<file path="src/rtl/dcb_pkg.sv">
package dcb_pkg;

    localparam int ADDR_W  = 32;
    localparam int LEN_W   = 24;
    localparam int CNT_W   = 7;
    localparam int IDX_W   = 6;
    localparam int CHUNK_W = 12;
    localparam int AMASK_W = 6;
    localparam int PADDR_W = 4;
    localparam int PDATA_W = 32;

    localparam int DEF_MAX_DESCRIPTORS = 64;
    localparam int DEF_ADDR_WIDTH      = 32;

    localparam logic [CHUNK_W:0] PAGE_SIZE = 13'h1000;

    localparam logic [AMASK_W-1:0] AMASK_4  = 6'd3;
    localparam logic [AMASK_W-1:0] AMASK_16 = 6'd15;
    localparam logic [AMASK_W-1:0] AMASK_32 = 6'd31;
    localparam logic [AMASK_W-1:0] AMASK_64 = 6'd63;

    localparam logic [1:0] BLK_32B = 2'd1;
    localparam logic [1:0] BLK_64B = 2'd2;

    localparam logic [1:0] REG_MAX_CHUNK   = 2'd0;
    localparam logic [1:0] REG_BURST_CHUNK = 2'd1;
    localparam logic [1:0] REG_BURST_EN    = 2'd2;
    localparam logic [1:0] REG_EXT_BLOCK   = 2'd3;

    localparam logic [CHUNK_W-1:0] RST_MAX_CHUNK   = 12'd4095;
    localparam logic [CHUNK_W-1:0] RST_BURST_CHUNK = 12'd4092;

    typedef struct packed {
        logic [CHUNK_W-1:0] max_chunk;
        logic [CHUNK_W-1:0] burst_chunk;
        logic               burst_enable;
        logic [1:0]         ext_block_size;
    } t_cfg;

endpackage

</file>
<file path="src/rtl/dcb_if.sv">
interface dcb_req_if;
    import dcb_pkg::*;

    logic              valid;
    logic              ready;
    logic [ADDR_W-1:0] buf_addr;
    logic [LEN_W-1:0]  length;
    logic [CNT_W-1:0]  desc_count;
    logic              tx;
    logic              in_ext_mem;

    modport source (output valid, buf_addr, length, desc_count, tx, in_ext_mem,
                    input ready);
    modport sink   (input valid, buf_addr, length, desc_count, tx, in_ext_mem,
                    output ready);
endinterface

interface dcb_desc_if;
    import dcb_pkg::*;

    logic               valid;
    logic               ready;
    logic [IDX_W-1:0]   desc_index;
    logic               owner;
    logic               eof;
    logic [CHUNK_W-1:0] xfer_len;
    logic [CHUNK_W-1:0] buf_len;
    logic [ADDR_W-1:0]  seg_addr;
    logic               next_valid;
    logic               last;
    logic [LEN_W-1:0]   bound_bytes;

    modport source (output valid, desc_index, owner, eof, xfer_len, buf_len, seg_addr,
                    next_valid, last, bound_bytes,
                    input ready);
    modport sink   (input valid, desc_index, owner, eof, xfer_len, buf_len, seg_addr,
                    next_valid, last, bound_bytes,
                    output ready);
endinterface

</file>
<file path="src/rtl/dcb_cfg_regs.sv">
module dcb_cfg_regs (
    input  logic                         i_clk,
    input  logic                         i_rst_n,
    input  logic                         psel,
    input  logic                         penable,
    input  logic                         pwrite,
    input  logic [dcb_pkg::PADDR_W-1:0] paddr,
    input  logic [dcb_pkg::PDATA_W-1:0] pwdata,
    output logic [dcb_pkg::PDATA_W-1:0] prdata,
    output logic                         pready,
    output dcb_pkg::t_cfg                o_cfg
);
    import dcb_pkg::*;

    t_cfg       r_cfg;
    logic [1:0] w_sel;
    logic       w_wr;

    assign w_sel  = paddr[3:2];
    assign w_wr   = psel && penable && pwrite;
    assign pready = 1'b1;
    assign o_cfg  = r_cfg;

    always_ff @(posedge i_clk) begin
        if (!i_rst_n) begin
            r_cfg.max_chunk      <= RST_MAX_CHUNK;
            r_cfg.burst_chunk    <= RST_BURST_CHUNK;
            r_cfg.burst_enable   <= 1'b0;
            r_cfg.ext_block_size <= 2'd0;
        end else if (w_wr) begin
            case (w_sel)
                REG_MAX_CHUNK:   r_cfg.max_chunk      <= pwdata[CHUNK_W-1:0];
                REG_BURST_CHUNK: r_cfg.burst_chunk    <= pwdata[CHUNK_W-1:0];
                REG_BURST_EN:    r_cfg.burst_enable   <= pwdata[0];
                REG_EXT_BLOCK:   r_cfg.ext_block_size <= pwdata[1:0];
                default: ;
            endcase
        end
    end

    always_comb begin
        prdata = '0;
        case (w_sel)
            REG_MAX_CHUNK:   prdata[CHUNK_W-1:0] = r_cfg.max_chunk;
            REG_BURST_CHUNK: prdata[CHUNK_W-1:0] = r_cfg.burst_chunk;
            REG_BURST_EN:    prdata[0]           = r_cfg.burst_enable;
            REG_EXT_BLOCK:   prdata[1:0]         = r_cfg.ext_block_size;
            default:         prdata              = '0;
        endcase
    end

endmodule

</file>
<file path="src/rtl/dma_descriptor_chain_builder_unit.sv">
// Scatter-gather descriptor chain builder.
// i_req: one buffer request (address, byte length, descriptor budget, direction,
//   external-memory flag), valid/ready; taken only while no request is in work.
// o_desc: one descriptor per chunk in chain order, valid/ready; the final one
//   carries last, a null link and the bytes bound, and eof for transmit.
// APB port: four registers at byte addresses 0, 4, 8, 12 (max chunk, burst
//   chunk, burst enable, external block size); write only while idle.
// Flow: the request is taken while idle, then one shared length/address
//   unit produces one descriptor per cycle into the output register whenever
//   that register is empty or being taken. The first descriptor is loaded
//   once the sequencer has entered its run state. The next request is taken
//   as soon as the last descriptor is loaded, while it still waits in the
//   output register.
// Stall: when o_desc.ready is low, the output register holds and the unit
//   waits; nothing is dropped.
// Reset: synchronous, active low; clears the sequencer and output valid and
//   restores register defaults (4095, 4092, burst off, 16-byte blocks).
module dma_descriptor_chain_builder_unit #(
    parameter int MAX_DESCRIPTORS = dcb_pkg::DEF_MAX_DESCRIPTORS,
    parameter int ADDR_WIDTH      = dcb_pkg::DEF_ADDR_WIDTH
) (
    input  logic                         i_clk,
    input  logic                         i_rst_n,
    dcb_req_if.sink                      i_req,
    dcb_desc_if.source                   o_desc,
    input  logic                         psel,
    input  logic                         penable,
    input  logic                         pwrite,
    input  logic [dcb_pkg::PADDR_W-1:0] paddr,
    input  logic [dcb_pkg::PDATA_W-1:0] pwdata,
    output logic [dcb_pkg::PDATA_W-1:0] prdata,
    output logic                         pready
);
    import dcb_pkg::*;

    localparam int AW = (ADDR_WIDTH < ADDR_W) ? ADDR_WIDTH : ADDR_W;
    localparam logic [CNT_W-1:0] MAX_CNT = CNT_W'(MAX_DESCRIPTORS);

    localparam logic S_IDLE = 1'b0;
    localparam logic S_RUN  = 1'b1;

    t_cfg w_cfg;

    logic               r_state;
    logic [LEN_W-1:0]   r_rem;
    logic [LEN_W-1:0]   r_length;
    logic [AW-1:0]      r_addr;
    logic [IDX_W-1:0]   r_idx;
    logic [CNT_W-1:0]   r_budget;
    logic [CHUNK_W-1:0] r_limit;
    logic [AMASK_W-1:0] r_amask;
    logic               r_tx;
    logic               r_rounded;

    logic               r_ovalid;
    logic [IDX_W-1:0]   r_oidx;
    logic               r_oeof;
    logic [CHUNK_W-1:0] r_odlen;
    logic [CHUNK_W-1:0] r_oblen;
    logic [ADDR_W-1:0]  r_oseg;
    logic               r_olast;
    logic [LEN_W-1:0]   r_obound;

    logic               w_accept;
    logic               w_step;
    logic [CNT_W-1:0]   w_budget;
    logic [AMASK_W-1:0] w_amask;
    logic [CHUNK_W-1:0] w_limit;
    logic               w_rx_ext;
    logic [CHUNK_W-1:0] w_dlen;
    logic [CHUNK_W:0]   w_bsum;
    logic [CHUNK_W-1:0] w_blen;
    logic [LEN_W-1:0]   n_rem;
    logic               w_fin;
    logic [ADDR_W-1:0]  w_seg;

    dcb_cfg_regs u_cfg (
        .i_clk   (i_clk),
        .i_rst_n (i_rst_n),
        .psel    (psel),
        .penable (penable),
        .pwrite  (pwrite),
        .paddr   (paddr),
        .pwdata  (pwdata),
        .prdata  (prdata),
        .pready  (pready),
        .o_cfg   (w_cfg)
    );

    assign i_req.ready = (r_state == S_IDLE);
    assign w_accept    = i_req.valid && i_req.ready;
    assign w_step      = (r_state == S_RUN) && (!r_ovalid || o_desc.ready);
    assign w_rx_ext    = !i_req.tx && i_req.in_ext_mem;

    always_comb begin
        w_budget = i_req.desc_count;
        if (i_req.desc_count == '0) begin
            w_budget = CNT_W'(1);
        end else if (i_req.desc_count > MAX_CNT) begin
            w_budget = MAX_CNT;
        end
        w_amask = AMASK_4;
        w_limit = w_cfg.max_chunk;
        if (w_rx_ext) begin
            case (w_cfg.ext_block_size)
                BLK_64B: w_amask = AMASK_64;
                BLK_32B: w_amask = AMASK_32;
                default: w_amask = AMASK_16;
            endcase
            w_limit = CHUNK_W'(PAGE_SIZE - (CHUNK_W+1)'(w_amask) - (CHUNK_W+1)'(1));
        end else if (!i_req.tx && w_cfg.burst_enable) begin
            w_limit = {w_cfg.burst_chunk[CHUNK_W-1:2], 2'b00};
        end
    end

    always_comb begin
        w_dlen = (r_rem < LEN_W'(r_limit)) ? r_rem[CHUNK_W-1:0] : r_limit;
        w_bsum = ({1'b0, w_dlen} + (CHUNK_W+1)'(r_amask)) & ~(CHUNK_W+1)'(r_amask);
        w_blen = r_rounded ? w_bsum[CHUNK_W-1:0] : w_dlen;
        n_rem  = r_rem - LEN_W'(w_dlen);
        w_fin  = (n_rem == '0) || ((CNT_W'(r_idx) + CNT_W'(1)) == r_budget);
        w_seg  = '0;
        w_seg[AW-1:0] = r_addr;
    end

    always_ff @(posedge i_clk) begin
        if (!i_rst_n) begin
            r_state  <= S_IDLE;
            r_ovalid <= 1'b0;
        end else begin
            case (r_state)
                S_IDLE:  if (w_accept) r_state <= S_RUN;
                S_RUN:   if (w_step && w_fin) r_state <= S_IDLE;
                default: r_state <= S_IDLE;
            endcase
            if (w_step) begin
                r_ovalid <= 1'b1;
            end else if (o_desc.ready) begin
                r_ovalid <= 1'b0;
            end
        end
    end

    always_ff @(posedge i_clk) begin
        if (w_accept) begin
            r_rem     <= i_req.length;
            r_length  <= i_req.length;
            r_addr    <= i_req.buf_addr[AW-1:0];
            r_idx     <= '0;
            r_budget  <= w_budget;
            r_limit   <= w_limit;
            r_amask   <= w_amask;
            r_tx      <= i_req.tx;
            r_rounded <= !i_req.tx && (w_cfg.burst_enable || i_req.in_ext_mem);
        end else if (w_step) begin
            r_rem  <= n_rem;
            r_addr <= r_addr + AW'(w_dlen);
            r_idx  <= r_idx + IDX_W'(1);
        end
        if (w_step) begin
            r_oidx   <= r_idx;
            r_oeof   <= w_fin && r_tx;
            r_odlen  <= r_tx ? w_dlen : '0;
            r_oblen  <= w_blen;
            r_oseg   <= w_seg;
            r_olast  <= w_fin;
            r_obound <= w_fin ? (r_length - n_rem) : '0;
        end
    end

    assign o_desc.valid       = r_ovalid;
    assign o_desc.desc_index  = r_oidx;
    assign o_desc.owner       = 1'b1;
    assign o_desc.eof         = r_oeof;
    assign o_desc.xfer_len    = r_odlen;
    assign o_desc.buf_len     = r_oblen;
    assign o_desc.seg_addr    = r_oseg;
    assign o_desc.next_valid  = !r_olast;
    assign o_desc.last        = r_olast;
    assign o_desc.bound_bytes = r_obound;

    a_mid_busy: assert property (@(posedge i_clk) disable iff (!i_rst_n)
        (r_ovalid && !r_olast) |-> (r_state == S_RUN))
        else $error("non-final descriptor pending while idle");

    a_rem_bound: assert property (@(posedge i_clk) disable iff (!i_rst_n)
        (r_state == S_RUN) |-> (r_rem <= r_length))
        else $error("remaining bytes exceed request length");

    a_idx_seq: assert property (@(posedge i_clk) disable iff (!i_rst_n)
        (r_ovalid && o_desc.ready && !r_olast)
        |=> (!r_ovalid || (r_oidx == $past(r_oidx) + IDX_W'(1))))
        else $error("descriptor index skipped");

    a_eof_last: assert property (@(posedge i_clk) disable iff (!i_rst_n)
        (r_ovalid && r_oeof) |-> r_olast)
        else $error("end of frame on a non-final descriptor");

    a_bound_mid: assert property (@(posedge i_clk) disable iff (!i_rst_n)
        (r_ovalid && !r_olast) |-> (r_obound == '0))
        else $error("bytes bound reported before the final descriptor");

endmodule

</file>
<file path="src/flat_wrapper.sv">
// flat-port wrapper written by rule: the top's interface ports become plain ports
module dma_descriptor_chain_builder_unit_flat import dcb_pkg::*;
#(
    parameter int MAX_DESCRIPTORS = dcb_pkg::DEF_MAX_DESCRIPTORS,
    parameter int ADDR_WIDTH      = dcb_pkg::DEF_ADDR_WIDTH
)
  (i_clk, i_rst_n, psel, penable, pwrite, paddr, pwdata, prdata, pready, i_req_valid, i_req_buf_addr, i_req_length, i_req_desc_count, i_req_tx, i_req_in_ext_mem, i_req_ready, o_desc_valid, o_desc_desc_index, o_desc_owner, o_desc_eof, o_desc_xfer_len, o_desc_buf_len, o_desc_seg_addr, o_desc_next_valid, o_desc_last, o_desc_bound_bytes, o_desc_ready);
  dcb_req_if i_req_i ();
  dcb_desc_if o_desc_i ();
  input  logic i_clk;
  input  logic i_rst_n;
  input  logic psel;
  input  logic penable;
  input  logic pwrite;
  input  logic [dcb_pkg::PADDR_W-1:0] paddr;
  input  logic [dcb_pkg::PDATA_W-1:0] pwdata;
  output logic [dcb_pkg::PDATA_W-1:0] prdata;
  output logic pready;
  input wire logic [$bits(i_req_i.valid)-1:0] i_req_valid;
  input wire logic [$bits(i_req_i.buf_addr)-1:0] i_req_buf_addr;
  input wire logic [$bits(i_req_i.length)-1:0] i_req_length;
  input wire logic [$bits(i_req_i.desc_count)-1:0] i_req_desc_count;
  input wire logic [$bits(i_req_i.tx)-1:0] i_req_tx;
  input wire logic [$bits(i_req_i.in_ext_mem)-1:0] i_req_in_ext_mem;
  output wire logic [$bits(i_req_i.ready)-1:0] i_req_ready;
  output wire logic [$bits(o_desc_i.valid)-1:0] o_desc_valid;
  output wire logic [$bits(o_desc_i.desc_index)-1:0] o_desc_desc_index;
  output wire logic [$bits(o_desc_i.owner)-1:0] o_desc_owner;
  output wire logic [$bits(o_desc_i.eof)-1:0] o_desc_eof;
  output wire logic [$bits(o_desc_i.xfer_len)-1:0] o_desc_xfer_len;
  output wire logic [$bits(o_desc_i.buf_len)-1:0] o_desc_buf_len;
  output wire logic [$bits(o_desc_i.seg_addr)-1:0] o_desc_seg_addr;
  output wire logic [$bits(o_desc_i.next_valid)-1:0] o_desc_next_valid;
  output wire logic [$bits(o_desc_i.last)-1:0] o_desc_last;
  output wire logic [$bits(o_desc_i.bound_bytes)-1:0] o_desc_bound_bytes;
  input wire logic [$bits(o_desc_i.ready)-1:0] o_desc_ready;
  assign i_req_i.valid = i_req_valid;
  assign i_req_i.buf_addr = i_req_buf_addr;
  assign i_req_i.length = i_req_length;
  assign i_req_i.desc_count = i_req_desc_count;
  assign i_req_i.tx = i_req_tx;
  assign i_req_i.in_ext_mem = i_req_in_ext_mem;
  assign i_req_ready = i_req_i.ready;
  assign o_desc_valid = o_desc_i.valid;
  assign o_desc_desc_index = o_desc_i.desc_index;
  assign o_desc_owner = o_desc_i.owner;
  assign o_desc_eof = o_desc_i.eof;
  assign o_desc_xfer_len = o_desc_i.xfer_len;
  assign o_desc_buf_len = o_desc_i.buf_len;
  assign o_desc_seg_addr = o_desc_i.seg_addr;
  assign o_desc_next_valid = o_desc_i.next_valid;
  assign o_desc_last = o_desc_i.last;
  assign o_desc_bound_bytes = o_desc_i.bound_bytes;
  assign o_desc_i.ready = o_desc_ready;
  dma_descriptor_chain_builder_unit #(.MAX_DESCRIPTORS(MAX_DESCRIPTORS), .ADDR_WIDTH(ADDR_WIDTH)) u_core (.i_clk(i_clk), .i_rst_n(i_rst_n), .i_req(i_req_i), .o_desc(o_desc_i), .psel(psel), .penable(penable), .pwrite(pwrite), .paddr(paddr), .pwdata(pwdata), .prdata(prdata), .pready(pready));
endmodule
</file>
<file path="config.mk">
export PLATFORM = sky130hd
export DESIGN_NAME = dma_descriptor_chain_builder_unit_flat
export DESIGN_NICKNAME = d
export VERILOG_FILES = /design/src/rtl/dcb_pkg.sv /design/src/rtl/dcb_if.sv /design/src/rtl/dcb_cfg_regs.sv /design/src/rtl/dma_descriptor_chain_builder_unit.sv /design/src/flat_wrapper.sv
export SDC_FILE = /design/constraint.sdc
export NUM_CORES = 1
export LEC_CHECK = 0
export ABC_CLOCK_PERIOD_IN_PS = 12380
export BUFFER_PORTS_ARGS = -buffer_cell sky130_fd_sc_hd__clkbuf_2
export CORE_ASPECT_RATIO = 0.75
export CORE_UTILIZATION = 50
export CTS_BUF_LIST = sky130_fd_sc_hd__clkbuf_2 sky130_fd_sc_hd__clkbuf_4 sky130_fd_sc_hd__clkbuf_8
export CTS_CLUSTER_SIZE = 14
export DETAILED_ROUTE_END_ITERATION = 7
export MAX_ROUTING_LAYER = met4
export PLACE_DENSITY = 0.83
export REMOVE_ABC_BUFFERS = 1
export SETUP_SLACK_MARGIN = 0.5
export SYNTH_ARGS = -nofsm -noshare
export SYNTH_HDL_FRONTEND = slang
export SYNTH_SLANG_ARGS = --single-unit
export TNS_END_PERCENT = 20
</file>
<file path="constraint.sdc">
create_clock -name i_clk -period 12.38 [get_ports i_clk]
set_input_delay 0 -clock i_clk [delete_from_list [all_inputs] [get_ports i_clk]]
set_output_delay 0 -clock i_clk [all_outputs]
set_load 0.005 [all_outputs]
</file>
* After elaboration in Yosys (flattened, before gate mapping) *
Cells that the tools add are included.

operators by class
  $add $sub $neg = 8
  order comparisons = 2
  equal/unequal tests = 6
  multiplexer cells = 19
  bitwise operators = 3
  reductions and logical operators = 25

operators with widths
  operator                 number
  $mux W32                 2
  $mux W12                 4
  $mux W24                 2
  $add A32 B12 Y32         1
  $logic_not A24 Y1        1
  $lt A24 B12 Y1           1
  $sub A24 B12 Y24         1
  $sub A24 B24 Y24         1
  $pmux W10 S2             1
  $add A12 B6 Y12          1
  $and A12 B12 Y12         1
  $not A6 Y12              1
  $pmux W6 S2              1
  $sub A12 B1 Y12 const B  1
  $logic_and A1 B1 Y1      9
  $reduce_and A2 Y1        4
  $add A6 B1 Y7 const B    1
  $eq A7 B7 Y1             1
  $gt A7 B7 Y1 const B     1
  $logic_not A7 Y1         1
  $mux W7                  1
  $sub A1 B6 Y7 const A    1
  $add A6 B1 Y6 const B    1
  $eq A2 B2 Y1 const B     3
  other kinds (12)         21

storage, ports and cells
  register bits = 230
  bits of input ports = 108

* Logic depth before layout (Yosys ltp) *
  depth in word-level cells = 8
  mapped depth = 34

* By module *
Synthesis repeated with hierarchy kept, for this count alone.

second synthesis, totals
  cells, all modules = 1,188
  area total of the unflattened synthesis = 12,609.6 µm²

modules (own cells, without submodules)
  module                             times used  cells an instance  area an instance (µm²)  seq. area each (µm²)
  dma_descriptor_chain_builder_unit  1           1,014              11,089.4                5,925.7
  dcb_cfg_regs                       1           174                1,520.2                 540.5

* Least setup slack after synthesis *
Ideal clock, no wire load.

  kind = reg-to-reg
  from = reg u_core.r_rem[14]
  to = reg u_core.r_obound[17], in the netlist u_core.o_desc.bound_bytes[17], data pin
  arrival = 6.602 ns
  required time = 12.123 ns
  setup slack = 5.521 ns
  cell stages (with the launch flop) = 31
  buffers on the path = 1
  period minus slack after synthesis = 6.859 ns
  cell sequence = edfxtp_1 or4_4 a211o_1 o32a_1 buf_2 nand3_1 and2_1 inv_1 ha_1 inv_1 ha_1 inv_1 nand3_1 nor3b_1 nor2_1 xnor2_1 a21oi_1 ha_1 and3_1 a21oi_1 a31oi_1 a21o_1 a21o_1 maj3_1 o221ai_1 a21oi_2 maj3_2 maj3_2 maj3_2 maj3_2 mux2i_1

on the way
  longest elaborated chain between the ends = 5
  elaborated cells between the ends (all ways) = 6
  those cells by class = add/sub: 2; order compare: 1; mux: 1; reduce/logical: 2

RTL lines
  element                                                                   RTL line                                  RTL
  start: declaration                                                        dma_descriptor_chain_builder_unit.sv:45   logic [LEN_W-1:0] r_rem;
  start signal: assignment                                                  dma_descriptor_chain_builder_unit.sv:146  r_rem <= i_req.length;
  start signal: assignment                                                  dma_descriptor_chain_builder_unit.sv:156  r_rem <= n_rem;
  $lt A24 B12 Y1 (*)                                                        dma_descriptor_chain_builder_unit.sv:117  w_dlen = (r_rem < LEN_W'(r_limit)) ? r_rem[CHUNK_W-1:0] : r_limit;
  $mux W12 (*)                                                              dma_descriptor_chain_builder_unit.sv:117
  net u_core.w_dlen[0]                                                      dma_descriptor_chain_builder_unit.sv:70   logic [CHUNK_W-1:0] w_dlen;
  $sub A24 B12 Y24 (*)                                                      dma_descriptor_chain_builder_unit.sv:120  n_rem = r_rem - LEN_W'(w_dlen);
  parallel branches: the longest is 2 deep, another holds $sub A24 B24 Y24  -
  end signal: assignment                                                    dma_descriptor_chain_builder_unit.sv:167  r_obound <= w_fin ? (r_length - n_rem) : '0;
  end: declaration                                                          dma_descriptor_chain_builder_unit.sv:62   logic [LEN_W-1:0] r_obound;

Mark *: on every way through the listed nets, which the timed path passes.
A chain may end at the register's enable or synchronous reset.

* Worst setup path after layout *
  from = reg u_core.r_rem[15]
  to = reg u_core.r_obound[22], in the netlist u_core.o_desc.bound_bytes[22], data pin

The elaborated chain is that of the path after synthesis.

==> key figures <==
Critical path
  • Critical-path top delay cell: or4_4
  • CP required: ~13000 ps
  • Crit Path Category: reg -> reg
  • CP Max Fanout: 10
  • Crit path DAT: slightly below 9000 ps
  • Worst setup SP type: flip-flop
  • Critical path endpoint category: flip-flop
  • Max stage delay on crit path: approximately 620 ps

Drt
  • DRC viols: 0
  • 1st-iter DRT viols: 624
  • Via/cell ratio: around 5.5
  • Final wirelength: 31360 um
  • Wirelength per Cell: 16.80 um
  • Antenna-violating nets left: 0
  • Vias: 10280
  • First-pass iteration count of the detailed router: 5

Global route
  • Pin count of the biggest net entering global routing: 76
  • First-pass GRT wire length: 49530 um
  • Initial antenna violation count: 0
  • GR Util All Layers: 0.2478
  • GR Overflow Total: 0
  • Vias in the first global route: about 9900

Synth
  • Asr flop ratio synth: 0
  • Main synth FF type: edfxtp_1
  • Synth Warn #: 0
  • #FFs+latches synth: roughly 230
  • Distinct cells, synth: between 80 and 90
  • Synthesized area: between 10000 and 15000 um^2
  • Post-synthesis sequential area ratio: 0.5096
  • Post-synth EDFFs: between 150 and 200
  • Cell count after synthesis: between 1000 and 1500
  • Avg Cell Area, Syn: between 10 and 15 um^2

Floorplanning
  • DIE WIDTH: 185.9 um
  • Starting Density: 0.5083
  • Die Span Y: 140.0 um
  • Die area: between 20000 and 30000 um^2
  • IO Pins: approximately 230
  • Row count: 50
  • CORE AREA: ~25000 um^2

Final layout
  • Filler instances: approximately 2000
  • Antenna fix cells: 0
  • Layout cell share with drive strength beyond 1: 0.1931
  • Area Overhead vs Synth: 21.96%
  • Multi-input logic area: around 5800 um^2
  • Final core utilization: 0.6200
  • Nets: approximately 1600
  • Register Area: between 6000 and 7000 um^2
  • Fin area: ~15000 um^2

Clock tree
  • Clk_lat worst skew: roughly 540 ps
  • Clock Sink Count: ~230
  • CTS tree: done
  • Total setup buffers inserted after CTS: 0
  • Clk Tree Root Cell: clkbuf_8
  • TritonCTS buffer count: 37
  • Reg clk slew, reported paths: around 70 ps
  • H-tree levels: 2
  • Clock buffer depth: 3

Timing
  • Worst slew pin tran: around 1000 ps
  • Min Tclk post-route: ~8600 ps
  • Unrepaired setup endpoints after global routing: false
  • Setup TNS: 0 ps
  • Final setup fails: 0
  • Rel. slew slack: 0.3303
  • Max Clock Skew: between 20 and 30 ps
  • FMAX: 116.8 MHz
  • Final hold violations: 0
  • Final slew viol count: 0
  • Fin crit share: 0.6915

Power and ir drop
  • Combinational power share: 0.245
  • P_leak: 6.133 nW
  • Pwr/cell area: about 140 nW/um^2
  • Flop pwr share: 0.443
  • Int Pwr: ~1.6 mW
  • VDD IR max: roughly 76 uV
  • Psw: approximately 670 uW
  • Sw Share: 0.3008
  • Clk pwr share: 0.312

Place
  • Hpwl dp: ~22000 um
  • DP Area: around 14000 um^2
  • I/O Buffers: ~190
  • Routability cong.: around 0.93

Status
  • Outcome: complete, no violations

Min path
  • Hold crit path type: in -> reg

Flow run
  • Max Cap Viol: 0
==> through the flow <==
stage               setup WS [ps]  instances  power (mW)  hold slack, ps
global placement             4064       1719       1.494           194.7
detailed placement           4056       1719       1.514           195.0
finish                       3819       1866       2.220           95.99
CTS                          3998       1866       2.226           45.60
floorplan                    5527       1187       1.363           31.10
global route                 3315       1866       2.332           115.8
==> flip-flops by register name, summed over array words and instances, names as in the netlist, 3 cells and up <==
signal	flops
u_core.r_amask	3
u_core.u_cfg.o_cfg	27
u_core.o_desc.desc_index	6
u_core.r_limit	12
u_core.o_desc.xfer_len	12
u_core.r_rem	24
u_core.o_desc.bound_bytes	24
u_core.o_desc.seg_addr	32
u_core.o_desc.buf_len	12
u_core.r_addr	32
u_core.r_budget	7
u_core.r_length	24
u_core.r_idx	6
==> final cells by class <==
| type | count | share of cell area |
|---|---|---|
| Timing Repair Buffer | 278 | 0.1180 |
| Tap cell | 338 | 0.02733 |
| Clock inverter | 15 | 0.01027 |
| Sequential cell | 227 | 0.4179 |
| Clock buffer | 48 | 0.03986 |
| Multi-Input combinational cell | 909 | 0.3741 |
| Inverter | 51 | 0.01253 |
==> kinds of logic after synthesis <==
family	share of synthesized area
compound gates	0.1356
xor+xnor	0.08076
fa+ha+maj	0.05345
buf+inv	0.04043
flops	0.5096
mux	0.01371
other cells	0.0005919
simple gates	0.1659
==> final timing paths <==
path                                       startpoint                            end  slack (ps)  cells after the start
worst max register to register       u_core.r_rem[15]  u_core.o_desc.bound_bytes[22]        3820                     30
worst min register to register  u_core.u_cfg.o_cfg[3]          u_core.u_cfg.o_cfg[3]         460                      2
worst min-delay path                          penable          u_core.u_cfg.o_cfg[2]         100                      5
worst max-delay path                 u_core.r_rem[15]  u_core.o_desc.bound_bytes[22]        3820                     30
==> cells in the final DEF (no fill, tap or decap), types with 10 or more instances in the layout <==
cell type and n:
nor2b_1 30, or2_2 11, nand2b_1 15, dlygate4sd3_1 84
dfxtp_1 35, nand3_1 49, xor2_1 40, o21ai_1 23
a21oi_1 64, nor3_1 20, nand4_1 10, xnor2_1 70
nand2_1 126, edfxtp_1 192, ha_1 33, and2_1 20
inv_1 47, o21ai_0 56, clkbuf_8 41, mux2i_1 14
conb_1 22, maj3_1 20, clkbuf_2 188, nor2_1 116
==> power by group through the flow <==
stage          Sequential (mW)  Combinational [mW]  Clock [mW]
2_1_floorplan            0.984               0.380           0
3_3_place_gp             0.994               0.501           0
3_5_place_dp             0.998               0.516           0
4_1_cts                  0.982               0.539       0.704
5_1_grt                  0.992               0.603       0.737
6_report                 0.984               0.543       0.693
==> layer usage <==
layer	GRT usage	wire [um]	vias up
met5	-	0	-
met4	0.06126	490	0
met3	0.03692	2064	54
met2	0.3928	14490	379
met1	0.3339	14320	4877
li1	-	-	4965
==> synth_stat cells (4+ instances only) <==
master | instances | share of area
edfxtp_1 | 192 | 0.45
nand2_1 | 128 | 0.038
nor2_1 | 116 | 0.034
xnor2_1 | 70 | 0.048
a21oi_1 | 64 | 0.025
o21ai_0 | 56 | 0.022
nand3_1 | 49 | 0.019
inv_1 | 48 | 0.014
xor2_1 | 40 | 0.028
dfxtp_1 | 35 | 0.055
clkbuf_1 | 33 | 0.0098
ha_1 | 33 | 0.033
nor2b_1 | 30 | 0.015
o21ai_1 | 23 | 0.0091
buf_4 | 22 | 0.013
and2_1 | 20 | 0.0099
maj3_1 | 20 | 0.016
nor3_1 | 20 | 0.0079
nand2b_1 | 15 | 0.0074
mux2i_1 | 14 | 0.011
or2_2 | 11 | 0.0054
nand4_1 | 10 | 0.0049
nor4_1 | 9 | 0.0044
o211ai_1 | 9 | 0.0053
a21boi_0 | 8 | 0.0047
o21a_1 | 8 | 0.0047
o22a_1 | 8 | 0.0055
a21o_1 | 7 | 0.0041
and3_1 | 7 | 0.0035
o2111ai_1 | 7 | 0.0048
or3_1 | 7 | 0.0035
a31oi_1 | 6 | 0.0030
buf_1 | 6 | 0.0018
o221ai_1 | 6 | 0.0041
nand3b_1 | 5 | 0.0030
o31ai_1 | 5 | 0.0030
a211oi_1 | 4 | 0.0024
maj3_2 | 4 | 0.0035
o311ai_0 | 4 | 0.0028
==> worst max-delay path, delay by kind of cell, from the launching register on <==
kind	cells	cell delay, ps
adder cells (fa/ha/maj)	5	1650
AND/OR/NAND/NOR	8	1900
XOR/XNOR	2	320
flip-flops	1	520
buffers and inverters	3	430
AO/OA/AOI/OAI	12	3460
==> repair_timing <==
| action | 4_1_cts | 5_1_grt |
|---|---|---|
| hold buffers | 84 | 0 |
| gates resized for setup | 0 | 0 |
| endpoints found under the hold margin | 124 | 0 |
No activity file was read; power rests on OpenSTA's default activity.
